--- config.mk ---
export PLATFORM = sky130hd
export DESIGN_NAME = binary_input_qualifier_core
export DESIGN_NICKNAME = d
export VERILOG_FILES = /design/src/biq_pkg.sv /design/src/biq_timer.sv /design/src/biq_core.sv /design/src/binary_input_qualifier_core.sv
export SDC_FILE = /design/constraint.sdc
export NUM_CORES = 1
export LEC_CHECK = 0
export BUFFER_PORTS_ARGS = -buffer_cell sky130_fd_sc_hd__buf_2
export CAP_MARGIN = 30
export CORE_MARGIN = 10
export CORE_UTILIZATION = 40
export DETAILED_ROUTE_END_ITERATION = 16
export PLACE_DENSITY = 0.69
export RECOVER_POWER = 100
export SYNTH_ARGS = -nofsm -noshare
export SYNTH_HDL_FRONTEND = slang
export SYNTH_SLANG_ARGS = --single-unit
--- constraint.sdc ---
create_clock -name i_clk -period 9.6 [get_ports i_clk]
set_input_delay 0.96 -clock i_clk [delete_from_list [all_inputs] [get_ports i_clk]]
set_output_delay 0.96 -clock i_clk [all_outputs]
set_load 0.005 [all_outputs]
--- src/biq_pkg.sv ---
// ----------------------------------------------------------------------------
// biq_pkg
// Shared types and constants of the binary input qualifier: transaction
// payloads, configuration register set, register indexes and flag positions.
// ----------------------------------------------------------------------------
`default_nettype none

package biq_pkg;

    // default width of the elapsed tick counters
    localparam int TIMER_BITS_DEF = 24;

    // fixed field widths
    localparam int TICK_W  = 24;
    localparam int DELTA_W = 16;
    localparam int DATA_W  = 32;
    localparam int IDX_W   = 3;
    localparam int FLAGS_W = 7;

    // configuration register indexes
    localparam logic [IDX_W-1:0] CFG_FLAGS        = 3'd0;
    localparam logic [IDX_W-1:0] CFG_DEBOUNCE     = 3'd1;
    localparam logic [IDX_W-1:0] CFG_ON_DELAY     = 3'd2;
    localparam logic [IDX_W-1:0] CFG_OFF_DELAY    = 3'd3;
    localparam logic [IDX_W-1:0] CFG_LOW_LIMIT    = 3'd4;
    localparam logic [IDX_W-1:0] CFG_HIGH_LIMIT   = 3'd5;
    localparam logic [IDX_W-1:0] CFG_DEP_EXPECTED = 3'd6;

    // flag bit positions
    localparam int FLG_INVERT     = 0;
    localparam int FLG_THR_INVERT = 1;
    localparam int FLG_EDGE_LO    = 2;
    localparam int FLG_EDGE_HI    = 3;
    localparam int FLG_DEP_EN     = 4;
    localparam int FLG_DEP_BOOL   = 5;
    localparam int FLG_OFF_LEVEL  = 6;

    // edge toggle modes
    localparam logic [1:0] EDGE_NONE = 2'd0;
    localparam logic [1:0] EDGE_RISE = 2'd1;
    localparam logic [1:0] EDGE_FALL = 2'd2;

    // input transaction (one poll)
    typedef struct packed {
        logic                     mode;
        logic                     level_in;
        logic signed [DATA_W-1:0] analog_value;
        logic signed [DATA_W-1:0] dep_reading;
        logic [DELTA_W-1:0]       tick_delta;
        logic                     force_write;
    } t_in_item;

    // result transaction
    typedef struct packed {
        logic level_out;
        logic write_strobe;
    } t_out_item;

    // configuration register set
    typedef struct packed {
        logic [FLAGS_W-1:0]       flags;
        logic [TICK_W-1:0]        debounce_ticks;
        logic [TICK_W-1:0]        on_delay_ticks;
        logic [TICK_W-1:0]        off_delay_ticks;
        logic signed [DATA_W-1:0] low_limit;
        logic signed [DATA_W-1:0] high_limit;
        logic signed [DATA_W-1:0] dep_expected;
    } t_cfg;

endpackage

`default_nettype wire

--- src/biq_timer.sv ---
// ----------------------------------------------------------------------------
// biq_timer
// Saturating elapsed tick counter with restart and expiry compare.
// ----------------------------------------------------------------------------
`default_nettype none

module biq_timer #(
    parameter int TIMER_BITS = biq_pkg::TIMER_BITS_DEF
) (
    input  wire logic                        i_clk,
    input  wire logic                        i_rst_n,
    input  wire logic                        i_step,
    input  wire logic [biq_pkg::DELTA_W-1:0] i_delta,
    input  wire logic                        i_restart,
    input  wire logic [biq_pkg::TICK_W-1:0]  i_ticks,
    output logic                             o_expired
);
    import biq_pkg::*;

    localparam int SUM_W = ((TIMER_BITS > DELTA_W) ? TIMER_BITS : DELTA_W) + 1;
    localparam int CMP_W = (TIMER_BITS > TICK_W) ? TIMER_BITS : TICK_W;

    logic [TIMER_BITS-1:0] r_elapsed;
    logic [TIMER_BITS-1:0] n_elapsed;
    logic [SUM_W-1:0]      w_sum;
    logic [SUM_W-1:0]      w_max;
    logic [TIMER_BITS-1:0] w_sat;

    // saturating add of the poll's ticks, then optional restart
    always_comb begin
        w_sum     = SUM_W'(r_elapsed) + SUM_W'(i_delta);
        w_max     = SUM_W'({TIMER_BITS{1'b1}});
        w_sat     = (w_sum > w_max) ? {TIMER_BITS{1'b1}} : w_sum[TIMER_BITS-1:0];
        n_elapsed = i_restart ? '0 : w_sat;
        o_expired = CMP_W'(n_elapsed) >= CMP_W'(i_ticks);
    end

    // counter register
    always_ff @(posedge i_clk) begin
        if (!i_rst_n) begin
            r_elapsed <= '0;
        end else if (i_step) begin
            r_elapsed <= n_elapsed;
        end
    end

endmodule

`default_nettype wire

--- src/biq_core.sv ---
// ----------------------------------------------------------------------------
// biq_core
// Qualification chain for one poll: threshold, dependency check, debounce,
// on-delay, off-delay and edge toggle, with its one-bit state registers.
// ----------------------------------------------------------------------------
`default_nettype none

module biq_core #(
    parameter int TIMER_BITS = biq_pkg::TIMER_BITS_DEF
) (
    input  wire logic              i_clk,
    input  wire logic              i_rst_n,
    input  wire logic              i_step,
    input  wire biq_pkg::t_in_item i_item,
    input  wire biq_pkg::t_cfg     i_cfg,
    output biq_pkg::t_out_item     o_res
);
    import biq_pkg::*;

    // state registers
    logic r_deb_last, r_deb_pausing, r_deb_level;
    logic r_on_last, r_on_level;
    logic r_off_last, r_off_level;
    logic r_edge_last, r_edge_toggle;
    logic r_out_level;

    logic n_deb_last, n_deb_pausing, n_deb_level;
    logic n_on_last, n_on_level;
    logic n_off_last, n_off_level;
    logic n_edge_last, n_edge_toggle;

    // chain signals
    logic       w_raw, w_match, w_qual, w_deb, w_on, w_off, w_edge;
    logic       w_deb_chg, w_deb_pause_now;
    logic       w_deb_restart, w_on_restart, w_off_restart;
    logic       w_deb_exp, w_on_exp, w_off_exp;
    logic       w_deb_en, w_on_en, w_off_en;
    logic [1:0] w_edge_mode;

    assign w_deb_en    = (i_cfg.debounce_ticks != '0);
    assign w_on_en     = (i_cfg.on_delay_ticks != '0);
    assign w_off_en    = (i_cfg.off_delay_ticks != '0);
    assign w_edge_mode = i_cfg.flags[FLG_EDGE_HI:FLG_EDGE_LO];

    // raw level: digital sample or hysteresis threshold
    always_comb begin
        if (i_item.mode) begin
            if ($signed(i_item.analog_value) <= $signed(i_cfg.low_limit)) begin
                w_raw = i_cfg.flags[FLG_THR_INVERT];
            end else if ($signed(i_item.analog_value) >= $signed(i_cfg.high_limit)) begin
                w_raw = !i_cfg.flags[FLG_THR_INVERT];
            end else begin
                w_raw = r_out_level;
            end
        end else begin
            w_raw = i_item.level_in;
        end
    end

    // dependency check, off level or optional inversion
    always_comb begin
        if (!i_cfg.flags[FLG_DEP_EN]) begin
            w_match = 1'b1;
        end else if (i_cfg.flags[FLG_DEP_BOOL]) begin
            w_match = ((i_item.dep_reading != '0) == (i_cfg.dep_expected != '0));
        end else begin
            w_match = (i_item.dep_reading == i_cfg.dep_expected);
        end
        if (!w_match) begin
            w_qual = i_cfg.flags[FLG_OFF_LEVEL];
        end else begin
            w_qual = w_raw ^ i_cfg.flags[FLG_INVERT];
        end
    end

    // debounce stage
    always_comb begin
        n_deb_last      = r_deb_last;
        n_deb_pausing   = r_deb_pausing;
        n_deb_level     = r_deb_level;
        w_deb_chg       = (w_qual != r_deb_last);
        w_deb_pause_now = r_deb_pausing | w_deb_chg;
        w_deb_restart   = w_deb_en && w_deb_chg && !r_deb_pausing;
        if (!w_deb_en) begin
            n_deb_level = w_qual;
        end else begin
            n_deb_last    = w_qual;
            n_deb_pausing = w_deb_pause_now;
            if (w_deb_pause_now && w_deb_exp) begin
                n_deb_level   = w_qual;
                n_deb_pausing = 1'b0;
            end
        end
        w_deb = n_deb_level;
    end

    // on-delay stage
    always_comb begin
        n_on_last    = r_on_last;
        n_on_level   = r_on_level;
        w_on_restart = w_on_en && w_deb && !r_on_last;
        if (!w_on_en) begin
            n_on_level = w_deb;
        end else begin
            n_on_last = w_deb;
            if (!w_deb || w_on_exp) begin
                n_on_level = w_deb;
            end
        end
        w_on = n_on_level;
    end

    // off-delay stage
    always_comb begin
        n_off_last    = r_off_last;
        n_off_level   = r_off_level;
        w_off_restart = w_off_en && !w_on && r_off_last;
        if (!w_off_en) begin
            n_off_level = w_on;
        end else begin
            n_off_last = w_on;
            if (w_on || w_off_exp) begin
                n_off_level = w_on;
            end
        end
        w_off = n_off_level;
    end

    // edge toggle stage
    always_comb begin
        n_edge_last   = r_edge_last;
        n_edge_toggle = r_edge_toggle;
        unique case (w_edge_mode)
            EDGE_RISE: begin
                n_edge_toggle = r_edge_toggle ^ (w_off && !r_edge_last);
                n_edge_last   = w_off;
                w_edge        = n_edge_toggle;
            end
            EDGE_FALL: begin
                n_edge_toggle = r_edge_toggle ^ (!w_off && r_edge_last);
                n_edge_last   = w_off;
                w_edge        = n_edge_toggle;
            end
            default: begin
                w_edge = w_off;
            end
        endcase
    end

    // result: the stored level always ends up equal to the chain output
    assign o_res.level_out    = w_edge;
    assign o_res.write_strobe = i_item.force_write || (w_edge != r_out_level);

    // stage timers
    biq_timer #(.TIMER_BITS(TIMER_BITS)) u_deb_timer (
        .i_clk     (i_clk),
        .i_rst_n   (i_rst_n),
        .i_step    (i_step),
        .i_delta   (i_item.tick_delta),
        .i_restart (w_deb_restart),
        .i_ticks   (i_cfg.debounce_ticks),
        .o_expired (w_deb_exp)
    );

    biq_timer #(.TIMER_BITS(TIMER_BITS)) u_on_timer (
        .i_clk     (i_clk),
        .i_rst_n   (i_rst_n),
        .i_step    (i_step),
        .i_delta   (i_item.tick_delta),
        .i_restart (w_on_restart),
        .i_ticks   (i_cfg.on_delay_ticks),
        .o_expired (w_on_exp)
    );

    biq_timer #(.TIMER_BITS(TIMER_BITS)) u_off_timer (
        .i_clk     (i_clk),
        .i_rst_n   (i_rst_n),
        .i_step    (i_step),
        .i_delta   (i_item.tick_delta),
        .i_restart (w_off_restart),
        .i_ticks   (i_cfg.off_delay_ticks),
        .o_expired (w_off_exp)
    );

    // state update on each processed transaction
    always_ff @(posedge i_clk) begin
        if (!i_rst_n) begin
            r_deb_last    <= 1'b0;
            r_deb_pausing <= 1'b0;
            r_deb_level   <= 1'b0;
            r_on_last     <= 1'b0;
            r_on_level    <= 1'b0;
            r_off_last    <= 1'b0;
            r_off_level   <= 1'b0;
            r_edge_last   <= 1'b0;
            r_edge_toggle <= 1'b0;
            r_out_level   <= 1'b0;
        end else if (i_step) begin
            r_deb_last    <= n_deb_last;
            r_deb_pausing <= n_deb_pausing;
            r_deb_level   <= n_deb_level;
            r_on_last     <= n_on_last;
            r_on_level    <= n_on_level;
            r_off_last    <= n_off_last;
            r_off_level   <= n_off_level;
            r_edge_last   <= n_edge_last;
            r_edge_toggle <= n_edge_toggle;
            r_out_level   <= w_edge;
        end
    end

    // no strobe means the delivered level repeats the stored one
    a_no_strobe_same_level: assert property (@(posedge i_clk) disable iff (!i_rst_n)
        i_step && !o_res.write_strobe |-> o_res.level_out == r_out_level)
        else $error("level changed without write strobe");

    // stored output level follows the delivered level
    a_out_level_tracks: assert property (@(posedge i_clk) disable iff (!i_rst_n)
        i_step |=> r_out_level == $past(o_res.level_out))
        else $error("stored output level does not follow result");

    // with debounce off the debounce level follows its input at once
    a_deb_bypass: assert property (@(posedge i_clk) disable iff (!i_rst_n)
        i_step && !w_deb_en |=> r_deb_level == $past(w_qual))
        else $error("debounce bypass did not pass the level");

    // without an edge mode the off-delay output reaches the result
    a_edge_bypass: assert property (@(posedge i_clk) disable iff (!i_rst_n)
        i_step && w_edge_mode != EDGE_RISE && w_edge_mode != EDGE_FALL |-> w_edge == w_off)
        else $error("edge stage altered level with no edge mode");

endmodule

`default_nettype wire

--- src/binary_input_qualifier_core.sv ---
// ----------------------------------------------------------------------------
// binary_input_qualifier_core
// Poll-by-poll qualification of a binary input: threshold, dependency
// check, debounce, on/off delays and edge toggle, with a write strobe.
// ----------------------------------------------------------------------------
//  channel  | direction | handshake                  | payload
//  ---------+-----------+----------------------------+------------------------
//  in       | sink      | i_in_valid / o_in_stall    | i_in_data  (t_in_item)
//  out      | source    | o_out_valid / i_out_stall  | o_out_data (t_out_item)
//  cfg      | sink      | i_cfg_wr_en                | i_cfg_index, i_cfg_data
//
//  One transaction per clock is sustained while the output is not stalled;
//  an accepted transaction is loaded into the input register, goes through
//  one pass of logic and is then loaded into the result register.
//  Synchronous active-low reset clears all state but the data registers;
//  configuration resets to dependency expectation 1, everything else 0.
//  A stall at the output holds the result register and, once the input
//  register is also full, back-pressures the input channel.
// ----------------------------------------------------------------------------
`default_nettype none

module binary_input_qualifier_core #(
    parameter int TIMER_BITS = biq_pkg::TIMER_BITS_DEF
) (
    input  wire logic                       i_clk,
    input  wire logic                       i_rst_n,
    input  wire logic                       i_in_valid,
    output logic                            o_in_stall,
    input  wire biq_pkg::t_in_item          i_in_data,
    output logic                            o_out_valid,
    input  wire logic                       i_out_stall,
    output biq_pkg::t_out_item              o_out_data,
    input  wire logic                       i_cfg_wr_en,
    input  wire logic [biq_pkg::IDX_W-1:0]  i_cfg_index,
    input  wire logic [biq_pkg::DATA_W-1:0] i_cfg_data
);
    import biq_pkg::*;

    t_cfg      r_cfg;
    logic      r_in_valid;
    t_in_item  r_in;
    logic      r_out_valid;
    t_out_item r_out;
    t_out_item w_res;
    logic      w_advance;
    logic      w_step;
    logic      w_accept;

    // pipeline control
    assign w_advance   = !r_out_valid || !i_out_stall;
    assign w_step      = r_in_valid && w_advance;
    assign o_in_stall  = r_in_valid && !w_advance;
    assign w_accept    = i_in_valid && !o_in_stall;
    assign o_out_valid = r_out_valid;
    assign o_out_data  = r_out;

    // configuration registers
    always_ff @(posedge i_clk) begin
        if (!i_rst_n) begin
            r_cfg.flags           <= '0;
            r_cfg.debounce_ticks  <= '0;
            r_cfg.on_delay_ticks  <= '0;
            r_cfg.off_delay_ticks <= '0;
            r_cfg.low_limit       <= '0;
            r_cfg.high_limit      <= '0;
            r_cfg.dep_expected    <= DATA_W'(1);
        end else if (i_cfg_wr_en) begin
            unique case (i_cfg_index)
                CFG_FLAGS:        r_cfg.flags           <= i_cfg_data[FLAGS_W-1:0];
                CFG_DEBOUNCE:     r_cfg.debounce_ticks  <= i_cfg_data[TICK_W-1:0];
                CFG_ON_DELAY:     r_cfg.on_delay_ticks  <= i_cfg_data[TICK_W-1:0];
                CFG_OFF_DELAY:    r_cfg.off_delay_ticks <= i_cfg_data[TICK_W-1:0];
                CFG_LOW_LIMIT:    r_cfg.low_limit       <= i_cfg_data;
                CFG_HIGH_LIMIT:   r_cfg.high_limit      <= i_cfg_data;
                CFG_DEP_EXPECTED: r_cfg.dep_expected    <= i_cfg_data;
                default: begin
                end
            endcase
        end
    end

    // input register
    always_ff @(posedge i_clk) begin
        if (!i_rst_n) begin
            r_in_valid <= 1'b0;
        end else if (w_accept) begin
            r_in_valid <= 1'b1;
        end else if (w_step) begin
            r_in_valid <= 1'b0;
        end
    end

    always_ff @(posedge i_clk) begin
        if (w_accept) begin
            r_in <= i_in_data;
        end
    end

    // qualification chain
    biq_core #(.TIMER_BITS(TIMER_BITS)) u_core (
        .i_clk   (i_clk),
        .i_rst_n (i_rst_n),
        .i_step  (w_step),
        .i_item  (r_in),
        .i_cfg   (r_cfg),
        .o_res   (w_res)
    );

    // result register
    always_ff @(posedge i_clk) begin
        if (!i_rst_n) begin
            r_out_valid <= 1'b0;
        end else if (w_step) begin
            r_out_valid <= 1'b1;
        end else if (!i_out_stall) begin
            r_out_valid <= 1'b0;
        end
    end

    always_ff @(posedge i_clk) begin
        if (w_step) begin
            r_out <= w_res;
        end
    end

endmodule

`default_nettype wire
==> key figures <==
GRT
  • Global-route wire length before repair: 92000 um
  • Initial antenna violation count: 1
  • Number of global-route vias before repair: 17233
  • Pin count of the biggest net entering global routing: 99
  • GRT Overall Usage: 0.202
  • Global route total overflow: 0

Die
  • Die area: 0.0570 sq mm
  • Core ar.: 0.0475 sq mm
  • Die Span X: 239 um
  • Die Y: 239 um
  • Starting Density: 0.402
  • Num rows: 80
  • # IOs: 127

Status
  • Failing checks: capacitance limit, slew limit, setup timing
  • Outcome: finished, violations left

Clock tree
  • TritonCTS clock tree: built
  • Worst skew pair latency: 0.59 ns
  • CTS Buf Count: 40
  • CTS Sinks: 344
  • CTS max path bufs: 3
  • Post-CTS Hold Fix Bufs: 0
  • Root buf cell: clkbuf_16
  • H-tree levels: 2
  • Worst-path clk slew: 0.06 ns

STA
  • RSZ-0062 raised after global routing: yes
  • Fin crit share: 1.06
  • Minimum clock period: 10.20 ns
  • Setup violators final: 6
  • Setup Skew: 0.0508 ns
  • Fin worst setup slack: -0.605 ns
  • Relative slew slack: -1.94
  • Fin. Hold Viols: 0
  • Fin Setup TNS: -2.76 ns
  • Slew Viols, Final: 300
  • Max Freq: 98.0 MHz
  • Worst slew pin tran: 4.40 ns

Setup path
  • CP dominant cell by count: a21o_1
  • CP max stage delay: 0.58 ns
  • Worst Setup Start Kind: flop
  • Reg2Reg Setup Slack: -0.60 ns
  • Crit end category: flop
  • CP Max Fanout: 8
  • CP Data Required Time: 9.89 ns
  • FF-to-FF End: o_out_data[0]$_DFFE_PP_
  • R2r startpoint: r_in[80]$_DFFE_PP_
  • Cell count of the worst reg-to-reg path: 47
  • Critical path class: reg -> reg
  • CP arrival: 10.49 ns
  • Critical path's slowest cell: or4_4

Place
  • HPWL after detailed placement: 42000 um
  • Final GP Congestion: 0.918
  • Placed Instance Area: 0.0217 sq mm
  • Port bufs: 126

Cells and area
  • Share of layout cells above drive strength 1: 0.189
  • Area delta synth->final: 24.0%
  • Final Util: 0.499
  • Final #Nets: 2881
  • Finished Cell Area: 0.0237 sq mm

Synthesis
  • Post-Syn Nets: 2601
  • Syn_area_per_cell: 8.36 sq um
  • Synth area leader: dfxtp_1
  • Syn Inst Count: 2289
  • Yosys reg bits: 344
  • Number of library cell types mapped by synthesis: 73
  • EDFF count, synth: 85
  • Synth area leaders: dfxtp_1, edfxtp_1, ha_1
  • Mapped Area: 0.0191 sq mm
  • Post-synth top flop: dfxtp_1
  • Most instantiated cells after synthesis: nand2_1, a21oi_1, dfxtp_1
  • Post-synth ARST share: 0
  • Sequential fraction of the synthesis area: 0.405
  • Share of the synthesized area in the top cell type: 0.271
  • Yosys warns: 0
  • Most frequent cell after synthesis: nand2_1

Routing
  • Detailed Routing Iterations Pass 1: 5
  • First DRT Iteration DRCs: 1637
  • Post-route ant nets: 0
  • Final WL: 59100 um
  • Via count: 17471
  • Drt drc: 0
  • DR WL/cell: 18.4 um
  • Avg Vias per Cell: 5.44

Power and ir drop
  • Switching power: 0.00119 W
  • Tot Pwr: 0.00408 W
  • Clock Power Share: 0.379
  • Sw Share: 0.292
  • Seq pwr share: 0.391
  • Power Dens Cells: 172 mW/mm^2
  • Internal Power: 0.00289 W
  • Max IR drop VDD: 0.129 mV
  • Comb pwr share: 0.230
  • Leak pwr: 9.27 nW

Hold path
  • Hold Startpoint: r_cfg[70]$_SDFFE_PN0P_
  • Hold Path Class: reg -> reg
  • Min-Delay Endpoint: r_cfg[70]$_SDFFE_PN0P_
  • Hold path depth: 2

Job
  • Max-cap violations: 5
## area by class of cell
cell class              instances  area, sq um
diodes                          1         2.50
fillers                      4419        23800
multi-input cells            1673        11000
clock inverters                12          146
flip-flops and latches        344         7740
repair buffers                336         2240
inverters                     174          654
well taps                     615          769
clock buffers                  58         1180
## logic make-up after synthesis
kind of cell / Yosys count / share of synthesized area
AOI/OAI and AO/OA: 586 / 0.184
xor gates and xnor gates: 93 / 0.0426
adders and majority gates: 189 / 0.125
buffers and inverters: 273 / 0.0546
DFF: 344 / 0.405
muxes: 8 / 0.00458
and+or+nand+nor: 796 / 0.184
## worst max-delay path by stage
stage | from | end | slack [ns] | depth (start not counted)
final | r_in[80]$_DFFE_PP_ | o_out_data[0]$_DFFE_PP_ | -0.60 | 47
after global routing | r_in[79]$_DFFE_PP_ | o_out_data[0]$_DFFE_PP_ | -0.99 | 50
after CTS | r_in[62]$_DFFE_PP_ | o_out_data[0]$_DFFE_PP_ | -0.52 | 50
after detailed placement | r_in[68]$_DFFE_PP_ | o_out_data[0]$_DFFE_PP_ | -0.86 | 43
after global placement | r_in[68]$_DFFE_PP_ | o_out_data[0]$_DFFE_PP_ | -0.58 | 45
after floorplan | r_in[76]$_DFFE_PP_ | o_out_data[0]$_DFFE_PP_ | -0.17 | 52
## worst max-delay path, delay by kind of cell, from the launching register on
kind | cells | cell delay (ns)
compound gates | 23 | 4.12
simple gates | 11 | 2.63
fa+ha+maj | 4 | 1.13
mux | 4 | 0.81
buf+inv | 4 | 0.61
flops | 1 | 0.48
xor+xnor | 1 | 0.13
## through the flow
stage                     worst slack [ns]  cells  hold WS [ns]
after floorplan                     -0.170   2289         0.432
after global placement              -0.583   3112         0.443
after detailed placement            -0.863   3114         0.448
after CTS                           -0.522   3205         0.456
after global routing                -0.990   3213         0.468
final                               -0.605   3213         0.455
## per-layer routing
layer / vias up / wire length, um / global-route usage
li1: 8547 / - / -
met1: 8295 / 25100 / 0.245
met2: 513 / 28700 / 0.345
met3: 116 / 2820 / 0.0296
met4: 0 / 2430 / 0.0961
met5: - / 0 / 0
## state kept, by name, summed over array words and instances (netlist names)
register	cells
r_cfg	175
r_in	83
u_core.u_deb_timer.r_elapsed	24
u_core.u_off_timer.r_elapsed	24
u_core.u_on_timer.r_elapsed	24
o_out_data	2
o_out_valid	1
r_in_valid	1
u_core.r_deb_last	1
u_core.r_deb_level	1
u_core.r_deb_pausing	1
u_core.r_edge_last	1
u_core.r_edge_toggle	1
u_core.r_off_last	1
u_core.r_off_level	1
u_core.r_on_last	1
u_core.r_on_level	1
u_core.r_out_level	1
## placed cells by master (no fill, tap or decap), drive strengths merged, types with 14 or more instances in the layout
cell / Yosys / routed
a211o: 18 / 18
o21bai: 14 / 14
inv: 174 / 173
nand2: 470 / 470
and3: 16 / 16
a31oi: 18 / 18
nand4: 29 / 29
edfxtp: 85 / 85
nor4: 46 / 46
buf: 10 / 316
a21o: 34 / 34
xor2: 48 / 48
ha: 186 / 186
a211oi: 22 / 22
and2: 15 / 15
clkbuf: 89 / 78
nor2: 108 / 108
nor2b: 17 / 17
nand2b: 14 / 14
o21ai: 37 / 37
a21oi: 355 / 355
dfxtp: 259 / 259
nand3: 24 / 24
xnor2: 45 / 45
nor3: 27 / 27
## timing repair
item	4_1_cts	5_1_grt
pin swaps	32	51
endpoints found under the setup margin	6	6
cloned	1	0
gates resized for setup	43	53
buffers inserted	20	5
## power groups by stage
stage / clock (W) / sequential, W / combinational [W]
floorplan: 0 / 0.00161 / 0.000512
global placement: 0 / 0.00162 / 0.000776
detailed placement: 0 / 0.00162 / 0.000805
CTS: 0.00157 / 0.00159 / 0.000878
global route: 0.00163 / 0.00160 / 0.00103
finish: 0.00155 / 0.00159 / 0.000939
Power figures use the tool's default switching activity.
